$ cat src/sv/acpi_rtp_pkg.sv
`timescale 1ns / 1ps
// ----------------------------------------------------------------------------
// acpi_rtp_pkg
// Shared types and codes of the resource template parser: descriptor tags,
// record kinds, trigger types and the record carried to the output buffer.
// ----------------------------------------------------------------------------
package acpi_rtp_pkg;

  localparam logic [7:0] TAG_SERIAL_BUS = 8'h8E;
  localparam logic [7:0] TAG_GPIO       = 8'h8C;
  localparam logic [3:0] NAME_END_TAG   = 4'hF;
  localparam logic [7:0] BUS_TYPE_I2C   = 8'h01;
  localparam logic [7:0] GPIO_KIND_INT  = 8'h00;
  localparam logic [7:0] GPIO_KIND_IO   = 8'h01;
  localparam logic [15:0] PIN_NONE      = 16'hFFFF;

  localparam logic [16:0] I2C_MIN_LEN  = 17'd18;
  localparam logic [16:0] GPIO_MIN_LEN = 17'd16;
  localparam logic [16:0] LARGE_HDR    = 17'd3;

  localparam logic [1:0] KIND_I2C      = 2'd0;
  localparam logic [1:0] KIND_GPIO_INT = 2'd1;
  localparam logic [1:0] KIND_GPIO_IO  = 2'd2;

  localparam logic [2:0] TRIG_LEVEL_HIGH   = 3'd0;
  localparam logic [2:0] TRIG_LEVEL_LOW    = 3'd1;
  localparam logic [2:0] TRIG_EDGE_FALLING = 3'd2;
  localparam logic [2:0] TRIG_EDGE_RISING  = 3'd3;
  localparam logic [2:0] TRIG_EDGE_BOTH    = 3'd4;

  localparam logic [1:0] POL_HIGH = 2'd0;
  localparam logic [1:0] POL_BOTH = 2'd2;

  typedef struct packed {
    logic [1:0]  record_kind;
    logic        consumer;
    logic        dev_init;
    logic        ten_bit_address;
    logic [31:0] link_hz;
    logic [15:0] target;
    logic [2:0]  trigger_type;
    logic [1:0]  polarity;
    logic        shared;
    logic        wake;
    logic [1:0]  io_limit;
    logic [7:0]  pad_cfg;
  } record_t;

endpackage

$ cat src/sv/acpi_rtp_walker.sv
`timescale 1ns / 1ps
// ----------------------------------------------------------------------------
// acpi_rtp_walker
// Descriptor walker: tracks position and length, captures the I2C and GPIO
// fields and builds a record at the last byte of a reportable descriptor.
// ----------------------------------------------------------------------------
module acpi_rtp_walker (
  input  logic                  clk,
  input  logic                  rst,
  input  logic                  fire,
  input  logic [7:0]            data_byte,
  input  logic                  last_byte,
  output logic                  rec_valid,
  output acpi_rtp_pkg::record_t rec
);

  logic [16:0] byte_position, byte_position_next;
  logic [16:0] descriptor_length, descriptor_length_next;
  logic [7:0]  descriptor_tag, descriptor_tag_next;
  logic [7:0]  bus_type, bus_type_next;
  logic [7:0]  flags_byte, flags_byte_next;
  logic [7:0]  type_flags, type_flags_next;
  logic [31:0] speed_capture, speed_capture_next;
  logic [15:0] address_capture, address_capture_next;
  logic [7:0]  gpio_kind, gpio_kind_next;
  logic [7:0]  pad_cfg_capture, pad_cfg_capture_next;
  logic [15:0] pin_table_offset, pin_table_offset_next;
  logic [15:0] pin_capture, pin_capture_next;
  logic        pin_seen, pin_seen_next;
  logic        i2c_found, i2c_found_next;
  logic        interrupt_found, interrupt_found_next;
  logic        parse_done, parse_done_next;

  logic        long_item;
  logic        ends;
  logic        emit;
  logic [1:0]  pol;
  logic [2:0]  trig;
  acpi_rtp_pkg::record_t rec_c;

  assign long_item = descriptor_tag[7];
  assign pol       = type_flags_next[2:1];

  always_comb begin
    if (!type_flags_next[0]) begin
      trig = (pol == acpi_rtp_pkg::POL_HIGH) ? acpi_rtp_pkg::TRIG_LEVEL_HIGH
                                             : acpi_rtp_pkg::TRIG_LEVEL_LOW;
    end else if (pol == acpi_rtp_pkg::POL_HIGH) begin
      trig = acpi_rtp_pkg::TRIG_EDGE_RISING;
    end else if (pol == acpi_rtp_pkg::POL_BOTH) begin
      trig = acpi_rtp_pkg::TRIG_EDGE_BOTH;
    end else begin
      trig = acpi_rtp_pkg::TRIG_EDGE_FALLING;
    end
  end

  always_comb begin
    byte_position_next      = byte_position;
    descriptor_length_next  = descriptor_length;
    descriptor_tag_next     = descriptor_tag;
    bus_type_next           = bus_type;
    flags_byte_next         = flags_byte;
    type_flags_next         = type_flags;
    speed_capture_next      = speed_capture;
    address_capture_next    = address_capture;
    gpio_kind_next          = gpio_kind;
    pad_cfg_capture_next    = pad_cfg_capture;
    pin_table_offset_next   = pin_table_offset;
    pin_capture_next        = pin_capture;
    pin_seen_next           = pin_seen;
    parse_done_next         = parse_done;
    ends                    = 1'b0;

    if (!parse_done) begin
      if (byte_position == 17'd0) begin
        descriptor_tag_next     = data_byte;
        bus_type_next           = '0;
        flags_byte_next         = '0;
        type_flags_next         = '0;
        speed_capture_next      = '0;
        address_capture_next    = '0;
        gpio_kind_next          = '0;
        pad_cfg_capture_next    = '0;
        pin_table_offset_next   = '0;
        pin_capture_next        = '0;
        pin_seen_next           = 1'b0;
        if (data_byte[7]) begin
          descriptor_length_next = '0;
          byte_position_next     = 17'd1;
        end else if (data_byte[6:3] == acpi_rtp_pkg::NAME_END_TAG) begin
          parse_done_next = 1'b1;
        end else begin
          descriptor_length_next = {14'd0, data_byte[2:0]} + 17'd1;
          byte_position_next     = (data_byte[2:0] == 3'd0) ? 17'd0 : 17'd1;
        end
      end else begin
        if (long_item && byte_position == 17'd1) begin
          descriptor_length_next = {9'd0, data_byte};
        end else if (long_item && byte_position == 17'd2) begin
          descriptor_length_next = {1'b0, data_byte, descriptor_length[7:0]}
                                   + acpi_rtp_pkg::LARGE_HDR;
        end

        if (descriptor_tag == acpi_rtp_pkg::TAG_SERIAL_BUS) begin
          case (byte_position)
            17'd5:   bus_type_next = data_byte;
            17'd6:   flags_byte_next = data_byte;
            17'd7:   type_flags_next = data_byte;
            17'd12:  speed_capture_next[7:0] = data_byte;
            17'd13:  speed_capture_next[15:8] = data_byte;
            17'd14:  speed_capture_next[23:16] = data_byte;
            17'd15:  speed_capture_next[31:24] = data_byte;
            17'd16:  address_capture_next[7:0] = data_byte;
            17'd17:  address_capture_next[15:8] = data_byte;
            default: ;
          endcase
        end else if (descriptor_tag == acpi_rtp_pkg::TAG_GPIO) begin
          case (byte_position)
            17'd4:   gpio_kind_next = data_byte;
            17'd5:   flags_byte_next = data_byte;
            17'd7:   type_flags_next = data_byte;
            17'd9:   pad_cfg_capture_next = data_byte;
            17'd14:  pin_table_offset_next[7:0] = data_byte;
            17'd15:  pin_table_offset_next[15:8] = data_byte;
            default: begin
              if (byte_position >= 17'd16) begin
                if (byte_position == {1'b0, pin_table_offset}) begin
                  pin_capture_next[7:0] = data_byte;
                end else if (byte_position == {1'b0, pin_table_offset} + 17'd1) begin
                  pin_capture_next[15:8] = data_byte;
                  pin_seen_next          = 1'b1;
                end
              end
            end
          endcase
        end

        ends = (!long_item || byte_position >= 17'd2) &&
               ({1'b0, byte_position} + 18'd1 >= {1'b0, descriptor_length_next});
        byte_position_next = ends ? 17'd0 : byte_position + 17'd1;
      end
    end
  end

  always_comb begin
    rec_c                = '0;
    emit                 = 1'b0;
    i2c_found_next       = i2c_found;
    interrupt_found_next = interrupt_found;
    if (ends && long_item) begin
      if (descriptor_tag == acpi_rtp_pkg::TAG_SERIAL_BUS) begin
        if (!i2c_found && bus_type_next == acpi_rtp_pkg::BUS_TYPE_I2C &&
            descriptor_length_next >= acpi_rtp_pkg::I2C_MIN_LEN) begin
          emit                  = 1'b1;
          i2c_found_next        = 1'b1;
          rec_c.record_kind     = acpi_rtp_pkg::KIND_I2C;
          rec_c.consumer        = flags_byte_next[1];
          rec_c.dev_init        = flags_byte_next[0];
          rec_c.ten_bit_address = type_flags_next[0];
          rec_c.link_hz         = speed_capture_next;
          rec_c.target          = address_capture_next;
        end
      end else if (descriptor_tag == acpi_rtp_pkg::TAG_GPIO) begin
        if (!interrupt_found && descriptor_length_next >= acpi_rtp_pkg::GPIO_MIN_LEN &&
            pin_seen_next && pin_capture_next != acpi_rtp_pkg::PIN_NONE) begin
          rec_c.consumer = flags_byte_next[0];
          rec_c.target   = pin_capture_next;
          rec_c.shared   = type_flags_next[3];
          rec_c.pad_cfg  = pad_cfg_capture_next;
          if (gpio_kind_next == acpi_rtp_pkg::GPIO_KIND_INT) begin
            emit                 = 1'b1;
            interrupt_found_next = 1'b1;
            rec_c.record_kind    = acpi_rtp_pkg::KIND_GPIO_INT;
            rec_c.trigger_type   = trig;
            rec_c.polarity       = pol;
            rec_c.wake           = type_flags_next[4];
          end else if (gpio_kind_next == acpi_rtp_pkg::GPIO_KIND_IO) begin
            emit              = 1'b1;
            rec_c.record_kind = acpi_rtp_pkg::KIND_GPIO_IO;
            rec_c.io_limit    = type_flags_next[1:0];
          end
        end
      end
    end
  end

  assign rec_valid = fire && emit;
  assign rec       = rec_c;

  always_ff @(posedge clk) begin
    if (rst || (fire && last_byte)) begin
      byte_position      <= '0;
      descriptor_length  <= '0;
      descriptor_tag     <= '0;
      bus_type           <= '0;
      flags_byte         <= '0;
      type_flags         <= '0;
      speed_capture      <= '0;
      address_capture    <= '0;
      gpio_kind          <= '0;
      pad_cfg_capture    <= '0;
      pin_table_offset   <= '0;
      pin_capture        <= '0;
      pin_seen           <= 1'b0;
      i2c_found          <= 1'b0;
      interrupt_found    <= 1'b0;
      parse_done         <= 1'b0;
    end else if (fire) begin
      byte_position      <= byte_position_next;
      descriptor_length  <= descriptor_length_next;
      descriptor_tag     <= descriptor_tag_next;
      bus_type           <= bus_type_next;
      flags_byte         <= flags_byte_next;
      type_flags         <= type_flags_next;
      speed_capture      <= speed_capture_next;
      address_capture    <= address_capture_next;
      gpio_kind          <= gpio_kind_next;
      pad_cfg_capture    <= pad_cfg_capture_next;
      pin_table_offset   <= pin_table_offset_next;
      pin_capture        <= pin_capture_next;
      pin_seen           <= pin_seen_next;
      i2c_found          <= i2c_found_next;
      interrupt_found    <= interrupt_found_next;
      parse_done         <= parse_done_next;
    end
  end

endmodule

$ cat src/sv/acpi_rtp_outbuf.sv
`timescale 1ns / 1ps
// ----------------------------------------------------------------------------
// acpi_rtp_outbuf
// Output register with one skid entry; full means the skid entry is taken
// and no new item may be accepted.
// ----------------------------------------------------------------------------
module acpi_rtp_outbuf (
  input  logic                  clk,
  input  logic                  rst,
  input  logic                  in_valid,
  input  acpi_rtp_pkg::record_t in_rec,
  input  logic                  out_stall,
  output logic                  out_valid,
  output acpi_rtp_pkg::record_t out_rec,
  output logic                  full
);

  logic                  skid_valid;
  acpi_rtp_pkg::record_t skid_rec;

  assign full = skid_valid;

  always_ff @(posedge clk) begin
    if (rst) begin
      out_valid  <= 1'b0;
      skid_valid <= 1'b0;
    end else if (!out_valid || !out_stall) begin
      if (skid_valid) begin
        out_valid  <= 1'b1;
        skid_valid <= 1'b0;
      end else begin
        out_valid <= in_valid;
      end
    end else if (in_valid) begin
      skid_valid <= 1'b1;
    end
  end

  always_ff @(posedge clk) begin
    if (!out_valid || !out_stall) begin
      if (skid_valid) begin
        out_rec <= skid_rec;
      end else if (in_valid) begin
        out_rec <= in_rec;
      end
    end else if (in_valid) begin
      skid_rec <= in_rec;
    end
  end

endmodule

$ cat src/sv/acpi_resource_template_parser.sv
`timescale 1ns / 1ps
// ----------------------------------------------------------------------------
// acpi_resource_template_parser
// A record is registered into the output register, or into the skid entry while
// record_stall holds it; one template byte per cycle is taken while data_stall is low.
// The output register plus one skid entry let bytes flow while a record waits.
// Reset clears walker and output buffer; parser state also clears after the
// byte marked last_byte.
// ----------------------------------------------------------------------------
module acpi_resource_template_parser (
  input  logic        clk,
  input  logic        rst,
  input  logic        data_valid,
  output logic        data_stall,
  input  logic [7:0]  data_byte,
  input  logic        last_byte,
  output logic        record_valid,
  input  logic        record_stall,
  output logic [1:0]  record_kind,
  output logic        consumer,
  output logic        dev_init,
  output logic        ten_bit_address,
  output logic [31:0] link_hz,
  output logic [15:0] target,
  output logic [2:0]  trigger_type,
  output logic [1:0]  polarity,
  output logic        shared,
  output logic        wake,
  output logic [1:0]  io_limit,
  output logic [7:0]  pad_cfg
);

  logic                  fire;
  logic                  rec_valid;
  logic                  full;
  acpi_rtp_pkg::record_t rec;
  acpi_rtp_pkg::record_t out_rec;

  assign data_stall = full;
  assign fire       = data_valid && !full;

  acpi_rtp_walker u_walker (
    .clk       (clk),
    .rst       (rst),
    .fire      (fire),
    .data_byte (data_byte),
    .last_byte (last_byte),
    .rec_valid (rec_valid),
    .rec       (rec)
  );

  acpi_rtp_outbuf u_outbuf (
    .clk       (clk),
    .rst       (rst),
    .in_valid  (rec_valid),
    .in_rec    (rec),
    .out_stall (record_stall),
    .out_valid (record_valid),
    .out_rec   (out_rec),
    .full      (full)
  );

  assign record_kind     = out_rec.record_kind;
  assign consumer        = out_rec.consumer;
  assign dev_init        = out_rec.dev_init;
  assign ten_bit_address = out_rec.ten_bit_address;
  assign link_hz         = out_rec.link_hz;
  assign target          = out_rec.target;
  assign trigger_type    = out_rec.trigger_type;
  assign polarity        = out_rec.polarity;
  assign shared          = out_rec.shared;
  assign wake            = out_rec.wake;
  assign io_limit        = out_rec.io_limit;
  assign pad_cfg         = out_rec.pad_cfg;

endmodule
$ cat config.mk
export PLATFORM = sky130hd
export DESIGN_NAME = acpi_resource_template_parser
export DESIGN_NICKNAME = d
export VERILOG_FILES = /design/src/sv/acpi_rtp_pkg.sv /design/src/sv/acpi_rtp_walker.sv /design/src/sv/acpi_rtp_outbuf.sv /design/src/sv/acpi_resource_template_parser.sv
export SDC_FILE = /design/constraint.sdc
export NUM_CORES = 1
export LEC_CHECK = 0
export BUFFER_PORTS_ARGS = -buffer_cell sky130_fd_sc_hd__buf_2
export CAP_MARGIN = 20
export CORE_AREA = 2 2 200 202
export CTS_CLUSTER_DIAMETER = 60
export DETAILED_ROUTE_END_ITERATION = 10
export DIE_AREA = 0 0 202 204
export PLACE_DENSITY = 0.55
export SKIP_CTS_REPAIR_TIMING = 1
export SYNTH_ARGS = -nofsm -noshare
export SYNTH_HDL_FRONTEND = slang
export SYNTH_SLANG_ARGS = --single-unit
$ cat constraint.sdc
create_clock -name clk -period 11.4 [get_ports clk]
set_clock_uncertainty 0.2 [all_clocks]
set_input_delay 0.57 -clock clk [delete_from_list [all_inputs] [get_ports clk]]
set_output_delay 0.57 -clock clk [all_outputs]
set_load 0.05 [all_outputs]
* Word level (Yosys, flattened, before mapping)
Index checks and enable logic that the tools add are counted.
Operators by class: add/sub/neg operators 5, multiply operators 0, div/mod/pow operators 0, magnitude comparators 5, equal/unequal tests 24, shifts and indexed selects 0, muxes and demuxes 108, bitwise operators 3, reduce and logical (&&, ||, !) cells 41
Operators by type and width (count):
- 8-bit two-way mux | 29
- 17-bit two-way mux | 13
- 70-bit two-way mux | 3
- 16-bit two-way mux | 13
- 32-bit two-way mux | 3
- 17-bit by 4-bit equality test with 1-bit output (second input constant) | 5
- 17-bit by 3-bit equality test with 1-bit output (second input constant) | 4
- 33-bit two-way mux | 2
- 17-bit by 5-bit greater-or-equal comparator with 1-bit output (second input constant) | 3
- 51-bit two-way mux | 1
- 17-bit by 5-bit equality test with 1-bit output (second input constant) | 2
- 34-bit two-way mux | 1
- 1-bit two-way mux | 25
- 2-bit two-way mux | 10
- 17-bit by 1-bit adder with 18-bit output (second input constant) | 1
- 18-bit by 17-bit greater-or-equal comparator with 1-bit output | 1
- 3-bit two-way mux | 6
- 16-bit by 1-bit adder with 17-bit output (second input constant) | 1
- 16-bit by 2-bit adder with 17-bit output (second input constant) | 1
- 17-bit by 1-bit adder with 17-bit output (second input constant) | 1
- 17-bit by 1-bit equality test with 1-bit output (second input constant) | 1
- 17-bit by 16-bit equality test with 1-bit output | 1
- 17-bit equality test | 1
- 17-bit by 2-bit equality test with 1-bit output (second input constant) | 1
- 27 further kinds | 57
Word-level totals: flip-flop bits (word level) 302, latch bits 0, bits in writable memories 0, ROM bits 0, input port bits 13, output and inout bits 72, word-level logic and storage cells 230, memories 0

* Longest topological paths before layout
Gate-level depths: netlist (run 1).
word-level depth 19, gate-level depth with buffers 21, depth with buffers taken out 18

* Hierarchy
Synthesis (run 1) repeated with hierarchy kept, for this count alone.
Unflattened totals: cell total of the unflattened synthesis 1578, area, all modules 15646.3 um2
By module, submodules not included:
- acpi_rtp_walker | instances 1, cells an instance 1351, area an instance 10161.0 um2, sequential area each 3143.0 um2
- acpi_rtp_outbuf | instances 1, cells an instance 226, area an instance 5471.5 um2, sequential area each 4244.1 um2
- acpi_resource_template_parser | instances 1, cells an instance 1, area an instance 13.8 um2, sequential area each 0.0 um2

* Worst setup path after synthesis (run 1)
OpenSTA, ideal clock, no wires.
path type flip-flop to flip-flop, start point register u_walker.byte_position[13], end point register u_outbuf.out_rec[0] (netlist name), setup time 0.603 ns, arrival time 8.671 ns, data required time 10.597 ns, path slack 1.926 ns, stages on the path, launching flop included 18, buffers on the path 4, clock period less this slack 9.474 ns, cells stage by stage dfxtp_1 > clkbuf_1 > nor4_2 > and4_1 > buf_2 > buf_4 > nand3_1 > o311ai_0 > inv_1 > ha_1 > nand4_1 > o311ai_0 > a21oi_1 > nor3b_2 > and2_1 > buf_2 > a311oi_1 > a211oi_1
On the way: word-level cells in the longest chain between the ends 19, elaborated cells on any way between the ends 76, classes of those cells add/sub: 1; order compare: 5; eq/ne: 13; mux: 41; reduce/logical: 16
Ends and longest elaborated chain:
- from (decl) | line acpi_rtp_walker.sv:17 | logic [16:0] byte_position, byte_position_next;
- from (signal assigned) | line acpi_rtp_walker.sv:209 | byte_position <= byte_position_next;
- 17-bit by 2-bit equality test with 1-bit output | line acpi_rtp_walker.sv:99 | end else if (long_item && byte_position == 17'd2) begin
- 1-bit logical AND | line acpi_rtp_walker.sv:99
- 17-bit two-way mux | line acpi_rtp_walker.sv:99
- 17-bit two-way mux | line acpi_rtp_walker.sv:97 | if (long_item && byte_position == 17'd1) begin
- 17-bit two-way mux | line acpi_rtp_walker.sv:75 | if (byte_position == 17'd0) begin
- 17-bit two-way mux | line acpi_rtp_walker.sv:74 | if (!parse_done) begin
- 17-bit two-way mux | line acpi_rtp_walker.sv:75
- 17-bit two-way mux | line acpi_rtp_walker.sv:74
- [... 3 more ...]
- 1-bit logical AND | line acpi_rtp_walker.sv:165 | pin_seen_next && pin_capture_next != acpi_rtp_pkg::PIN_NONE) begin
- 1-bit two-way mux | line acpi_rtp_walker.sv:164 | if (!interrupt_found && descriptor_length_next >= acpi_rtp_pkg::GPIO_MIN_LEN &&
- 1-bit two-way mux | line acpi_rtp_walker.sv:163 | end else if (descriptor_tag == acpi_rtp_pkg::TAG_GPIO) begin
- 1-bit two-way mux | line acpi_rtp_walker.sv:151 | if (descriptor_tag == acpi_rtp_pkg::TAG_SERIAL_BUS) begin
- 1-bit two-way mux * | line acpi_rtp_walker.sv:150 | if (ends && long_item) begin
- 1-bit logical AND * | line acpi_rtp_walker.sv:187 | assign rec_valid = fire && emit;
- 2-bit nonzero test (no source line) *
- 2-bit AND reduction (no source line) *
Mark *: on every way between the ends. The rest lies on a longest branch, timed or not. The select of a mux whose other input is x is not followed. A chain may end at the register's enable or synchronous reset.

* Worst setup path in the final report (run 1)
start point register u_walker.byte_position[8], end point register u_outbuf.out_rec[50] (netlist name)
On the way: word-level cells in the longest chain between the ends 19, elaborated cells on any way between the ends 76, classes of those cells add/sub: 1; order compare: 5; eq/ne: 13; mux: 41; reduce/logical: 16
Ends and longest elaborated chain (line):
- 17-bit by 2-bit equality test with 1-bit output | acpi_rtp_walker.sv:99
- 1-bit logical AND | acpi_rtp_walker.sv:99
- 17-bit two-way mux | acpi_rtp_walker.sv:99
- 17-bit two-way mux | acpi_rtp_walker.sv:97
- 17-bit two-way mux | acpi_rtp_walker.sv:75
- 17-bit two-way mux | acpi_rtp_walker.sv:74
- 17-bit two-way mux | acpi_rtp_walker.sv:75
- 17-bit two-way mux | acpi_rtp_walker.sv:74
- [... 3 more ...]
- 1-bit logical AND | acpi_rtp_walker.sv:165
- 1-bit two-way mux | acpi_rtp_walker.sv:164
- 1-bit two-way mux | acpi_rtp_walker.sv:163
- 1-bit two-way mux | acpi_rtp_walker.sv:151
- 1-bit two-way mux * | acpi_rtp_walker.sv:150
- 1-bit logical AND * | acpi_rtp_walker.sv:187
- 2-bit nonzero test (no source line) *
- 2-bit AND reduction (no source line) *
Marks and branches as above.

==> impl_metrics.yaml, run 1 <==
run_status:
  status: "finished, final reports clean"
synth:
  synthTopCellsByArea: "edfxtp_1 (27%), dfxtp_1 (21%), a22oi_1 (8.8%)"
  ys.flop_type: "dfxtp_1"
  synth_top_area_cell: "edfxtp_1"
  netlist_area_mm2: 0.0154
  async_reset_ff_share_pct: 0
  syn_avg_cell_area_um2: 9.20
  synth_seq_area_share_pct: 47.9
  yosys.cell_types.count: 81
  synth_edf_count: 140
  ys_seq_elements: 299
  yosys_warnings: 0
  synth_fp_nets: 1713
  synth_top_area_share_pct: 27.3
  synthCells: 1675
detailed_routing:
  first_iter_violations: 1475
  route.detailed.drc: 0
  routed_wl_mm: 49.5
  ant_nets: 0
  first_pass_iters: 8
  via_count: 13400
  viasPerCell: 5.95
  wl_per_cell_um: 22.0
floorplan:
  dieArea_mm2: 0.0412
  row_count: 73
  core-area_mm2: 0.0392
  start_util_pct: 39.3
  die_h_um: 204
  die_w_um: 202
  ios: 85
timing:
  finalSetupViolCount: 0
  fin_tns_setup_ns: 0
  worst_pin_slew_ns: 1.19
  hold_viol: 0
  post-route-period-util_pct: 61.5
  finalCriticalPeriod_ns: 7.01
  layout_setup_ws_ns: 4.39
  slew_headroom_pct: 20.2
  slew_viol_final: 0
  clock.fmax_mhz: 143
  rsz0062_at_grt: "no"
final_layout:
  drive_above_1_share_pct: 11.8
  seqCellArea_mm2: 0.00739
  fillers: 3836
  final_common_cell: "nor2_1"
  diodes: 0
  multiInputGateArea_mm2: 0.00743
  fin_nets: 1735
  post-route-util_pct: 44.3
  area_growth_pct: 12.7
  layout_common_cells: "nor2_1 (254), a22oi_1 (181), dfxtp_1 (158)"
worst_setup_path:
  max_stage_delay_ns: 0.93
  cp-end-kind: "flip-flop"
  crit_family: "simple AND/OR/NAND/NOR gates"
  start_kind: "flip-flop"
  worst_path_max_delay_cell: "nor2_1"
  path_buf_inv: 1
  path_cells: "nor3_1 > nand4_1 > nor2_1 > xnor2_1 > a21oi_1 > ha_1 > nand2b_1 > a21o_1 > a21o_1 > a21oi_1 > o311ai_0 > a21oi_1 > nor2_1 > and2_1 > a311oi_1 > a211oi_4 > buf_4"
  critical_path_class: "reg2reg"
  cp.arrival_ns: 6.99
  required_ns: 11.38
  path_max_fanout: 57
  crit_top_cell: "a21oi_1"
grt:
  grt_pass1_vias: 12400
  antenna_found_initial: 0
  grt.total_usage_pct: 23.6
  grt_max_degree: 101
  grt_pass1_wl_mm: 75.5
  grt_overflow: 0
run:
  drv_cap: 0
place:
  gp_congestion: 0.893
  dpl_worst_slack_ns: 4.53
  portBuffers: 84
  hpwl_mm: 32.2
clock_tree:
  cts_inserted_buffers: 37
  clock_path_buffers: 3
  insertion_delay_ns: 0.56
  cts_sinks: 299
  cts_max_level: 2
  root_buffer: "clkbuf_16"
  tritoncts: "done"
  clkTransAtPathRegs_ns: 0.06
power:
  p_leak_nw: 5.41
  p_per_area_mw_per_mm2: 137
  power_mw: 2.38
  ir_worst_vdd_mv: 0.108
worst_hold_path:
  hp-class: "in2reg"
## flip-flops by register name, summed over array words and instances, names as in the netlist, 2 cells and up
name	flops
u_outbuf.out_rec	70
u_outbuf.skid_rec	70
u_walker.address_capture	16
u_walker.bus_type	8
u_walker.byte_position	17
u_walker.descriptor_length	17
u_walker.descriptor_tag	8
u_walker.flags_byte	2
u_walker.gpio_kind	8
u_walker.pad_cfg_capture	8
u_walker.pin_capture	16
u_walker.pin_table_offset	16
u_walker.speed_capture	32
u_walker.type_flags	5
## worst paths after layout
kind | cells after the start | slack, ns | to | startpoint
max | 17 | 4.39 | u_outbuf.out_rec[50] | u_walker.byte_position[8]
min | 2 | 0.16 | u_outbuf.out_valid | rst
max reg2reg | 17 | 4.39 | u_outbuf.out_rec[50] | u_walker.byte_position[8]
min reg2reg | 2 | 0.25 | u_walker.interrupt_found | u_walker.interrupt_found
## cell type report
class / count / area share [%]
inverter: 27 / 0.584
multi-input combinational: 1220 / 42.8
tap: 525 / 3.78
clock buffer: 58 / 6.18
timing repair buffer: 112 / 3.63
sequential: 299 / 42.6
clock inverter: 9 / 0.418
## per-layer routing
layer / wire [um] / GRT usage (%)
met4: 1530 / 9.64
met5: 0 / 0
met2: 22300 / 37.0
met3: 3230 / 3.11
met1: 22500 / 33.1
## where the power goes
part	switching (mW)	internal, mW	leakage, nW
Clock	0.469	0.653	0.561
Combinational	0.109	0.0294	2.60
Sequential	0.00628	1.12	2.25
Total	0.584	1.80	5.41
## cells by family after synthesis
group | count (synthesis) | share of synthesized area [%]
muxes | 11 | 0.755
xor gates and xnor gates | 51 | 2.90
and+or+nand+nor | 650 | 20.3
AOI/OAI and AO/OA | 483 | 22.0
adders and majority gates | 25 | 2.03
buffers and inverters | 156 | 4.08
DFF | 299 | 47.9
## metrics by stage
| step | instances | area, um^2 | hold slack (ns) |
|---|---|---|---|
| 2_1_floorplan | 1675 | 15400 | 0.226 |
| 3_3_place_gp | 2182 | 16200 | 0.238 |
| 3_5_place_dp | 2182 | 16200 | 0.243 |
| 4_1_cts | 2249 | 17400 | 0.114 |
| 5_1_grt | 2250 | 17400 | 0.143 |
| 6_report | 2250 | 17400 | 0.160 |
## worst register-to-register path, delay by kind of cell (launching register included)
family	cells	cell delay, ns
xor gates and xnor gates	1	0.20
AOI/OAI and AO/OA	8	2.00
buffers and inverters	1	0.68
adders and majority gates	1	0.30
DFF	1	0.40
and+or+nand+nor	6	2.79
## cell usage after synthesis, types with 6 or more instances
library cell / number
a211oi_1: 8
a21o_1: 13
a21oi_1: 66
a22o_1: 12
a22oi_1: 181
a31oi_1: 11
a32oi_1: 6
and2_1: 12
and3_1: 23
and4_1: 11
buf_2: 17
clkbuf_1: 103
dfxtp_1: 159
edfxtp_1: 140
ha_1: 25
inv_1: 26
mux2i_1: 6
nand2_1: 148
nand3_1: 56
nand3b_1: 10
nand4_1: 22
nor2_1: 255
nor2b_1: 13
nor3_1: 36
nor4_1: 23
o211ai_1: 11
o21a_1: 7
o21ai_0: 38
o21ai_1: 20
o22ai_1: 6
o31ai_1: 57
xnor2_1: 27
xor2_1: 24
(Power assumes the default switching activity.)
==> run 2: changes to the inputs <==
- ABC_AREA: unset -> 1
- CORE_AREA: 2 2 200 202 -> 2 2 211 213
- DIE_AREA: 0 0 202 204 -> 0 0 213 215
- PLACE_DENSITY: 0.55 -> 0.57
- clock period: 11.4 -> 5.9 ns (I/O delays scaled with it)
==> run 2 against run 1 <==
  * Area after synthesis up 12%
  * Die area is 11% higher
  * Clock power rose by 96%
  * Final area grew 11%
  * Critical path depth grew 5
  * Global-route usage decreased by 0.59 points
  * Critical path type unchanged
  * Critical endpoint is now u_outbuf.skid_rec[16]
  * Highest routed layer unchanged
==> impl_metrics.yaml, run 2 <==
detailed_routing:
  routed_wl_mm: 53.1
  ant_nets: 0
  via_count: 16100
  first_pass_iters: 7
  route.detailed.drc: 0
  wl_per_cell_um: 17.2
  first_iter_violations: 1360
  viasPerCell: 5.24
floorplan:
  die_w_um: 213
  row_count: 77
  die_h_um: 215
  core-area_mm2: 0.0436
  dieArea_mm2: 0.0458
  ios: 85
  start_util_pct: 39.6
clock_tree:
  cts_inserted_buffers: 37
  root_buffer: "clkbuf_16"
  tritoncts: "done"
  clock_path_buffers: 3
  cts_max_level: 2
  clkTransAtPathRegs_ns: 0.06
  cts_sinks: 299
  insertion_delay_ns: 0.55
synth:
  yosys_warnings: 0
  yosysMostFrequentCell: "nand2_1"
  synthTopCellsByArea: "edfxtp_1 (24%), dfxtp_1 (18%), nand2_1 (15%)"
  synthCells: 2430
  synth_common_cells: "nand2_1 (714), inv_1 (277), a21oi_1 (260)"
  synth_top_area_cell: "edfxtp_1"
  ys.flop_type: "dfxtp_1"
  netlist_area_mm2: 0.0173
  yosys.cell_types.count: 51
  synth_top_area_share_pct: 24.3
  async_reset_ff_share_pct: 0
  synth_seq_area_share_pct: 42.7
  synth_fp_nets: 2468
  syn_avg_cell_area_um2: 7.12
  ys_seq_elements: 299
  synth_edf_count: 140
power:
  p_leak_nw: 8.03
  ir_worst_vdd_mv: 0.157
  p_per_area_mw_per_mm2: 242
timing:
  worst_pin_slew_ns: 1.06
  clock.fmax_mhz: 198
  slew_headroom_pct: 29.1
  finalSetupViolCount: 0
  fin_tns_setup_ns: 0
  rsz0062_at_grt: "no"
  post-route-period-util_pct: 85.7
  finalCriticalPeriod_ns: 5.06
  slew_viol_final: 0
  hold_viol: 0
grt:
  antenna_found_initial: 0
  grt_max_degree: 103
  grt_pass1_vias: 14800
  grt_overflow: 0
  grt.total_usage_pct: 23.1
  grt_pass1_wl_mm: 83.1
final_layout:
  area_growth_pct: 11.6
  layout_common_cells: "nand2_1 (713), inv_1 (277), a21oi_1 (259)"
  fin_nets: 2498
  final_common_cell: "nand2_1"
  diodes: 0
  drive_above_1_share_pct: 10.2
  top_regs: "u_outbuf.out_rec x70, u_outbuf.skid_rec x70, u_walker.speed_capture x32"
  post-route-util_pct: 44.2
worst_setup_path:
  path_max_fanout: 21
  cp-end-kind: "flip-flop"
  critical_path_class: "reg2reg"
  start_kind: "flip-flop"
  required_ns: 6.09
  cp.arrival_ns: 5.25
place:
  hpwl_mm: 35.8
  portBuffers: 84
  gp_congestion: 0.911
worst_hold_path:
  hp-class: "in2reg"
run:
  drv_cap: 0
run_status:
  status: "finished, final reports clean"
-- run 2: layout make-up --
class	count	area (um^2)
Timing Repair Buffer	113	686
Tap cell	592	741
Multi-Input combinational cell	1707	8210
Inverter	302	1140
Sequential cell	299	7390
Fill cell	4468	24300
Clock buffer	49	991
Clock inverter	18	148
-- run 2: stage by stage --
stage / instances / worst slack [ns] / hold slack [ns] / power [mW] / area (um^2)
floorplan: 2430 / 0.0981 / 0.236 / 2.42 / 17300
global placement: 3011 / 0.946 / 0.251 / 2.53 / 18100
detailed placement: 3011 / 0.945 / 0.255 / 2.53 / 18100
CTS: 3078 / 0.921 / -0.135 / 4.72 / 19300
global route: 3080 / 0.381 / 0.0756 / 4.84 / 19300
finish: 3080 / 0.842 / 0.0384 / 4.67 / 19300
-- run 2: worst paths after layout --
check / slack [ns] / endpoint / cells after the start / from
min: 0.04 / u_outbuf.out_valid / 5 / record_stall
max reg2reg: 0.84 / u_outbuf.skid_rec[16] / 22 / u_walker.byte_position[11]
max: 0.84 / u_outbuf.skid_rec[16] / 22 / u_walker.byte_position[11]
min reg2reg: 0.26 / u_walker.speed_capture[28] / 2 / u_walker.speed_capture[28]
-- run 2: where the power goes --
group / switching [mW] / total, mW / internal [mW] / leakage (nW)
registers: 0.0155 / 2.18 / 2.17 / 2.55
logic: 0.235 / 0.307 / 0.0713 / 4.92
clock network: 0.915 / 2.19 / 1.27 / 0.559
-- run 2: worst max-delay path, stage by stage (launching register included) --
cell and delay, ns:
dfxtp_1 0.37, nor2_2 0.14, nand2_1 0.09, nor2_4 0.49, nand3_2 0.41, inv_2 0.30
nand3_1 0.11, nand3_1 0.10, nand2_1 0.09, ha_1 0.30, nand2_1 0.09, o21a_1 0.19
o31ai_1 0.18, nand3_1 0.11, nand4_1 0.11, nand2_1 0.06, inv_2 0.08, nand3_1 0.24
nor2_1 0.43, nand4_2 0.32, inv_1 0.22, nand2_1 0.09, nor2_1 0.15
-- run 2: per-layer routing --
metal	wire, um	GRT usage, %	vias up	part of all wire [%]
li1	-	-	8007	-
met1	24200	32.2	7557	46
met2	24400	37.0	511	46
met3	3360	3.07	72	6.3
met4	1110	6.76	0	2.1
met5	0	0	-	0
-- run 2: cells by family after synthesis --
logic type,Yosys count,share of synthesized area (%)
AO/OA/AOI/OAI,509,16.2
buffers and inverters,424,10.0
AND/OR/NAND/NOR,1151,28.2
adder cells (fa/ha/maj),25,1.81
XOR/XNOR,22,1.11
flip-flops,299,42.7
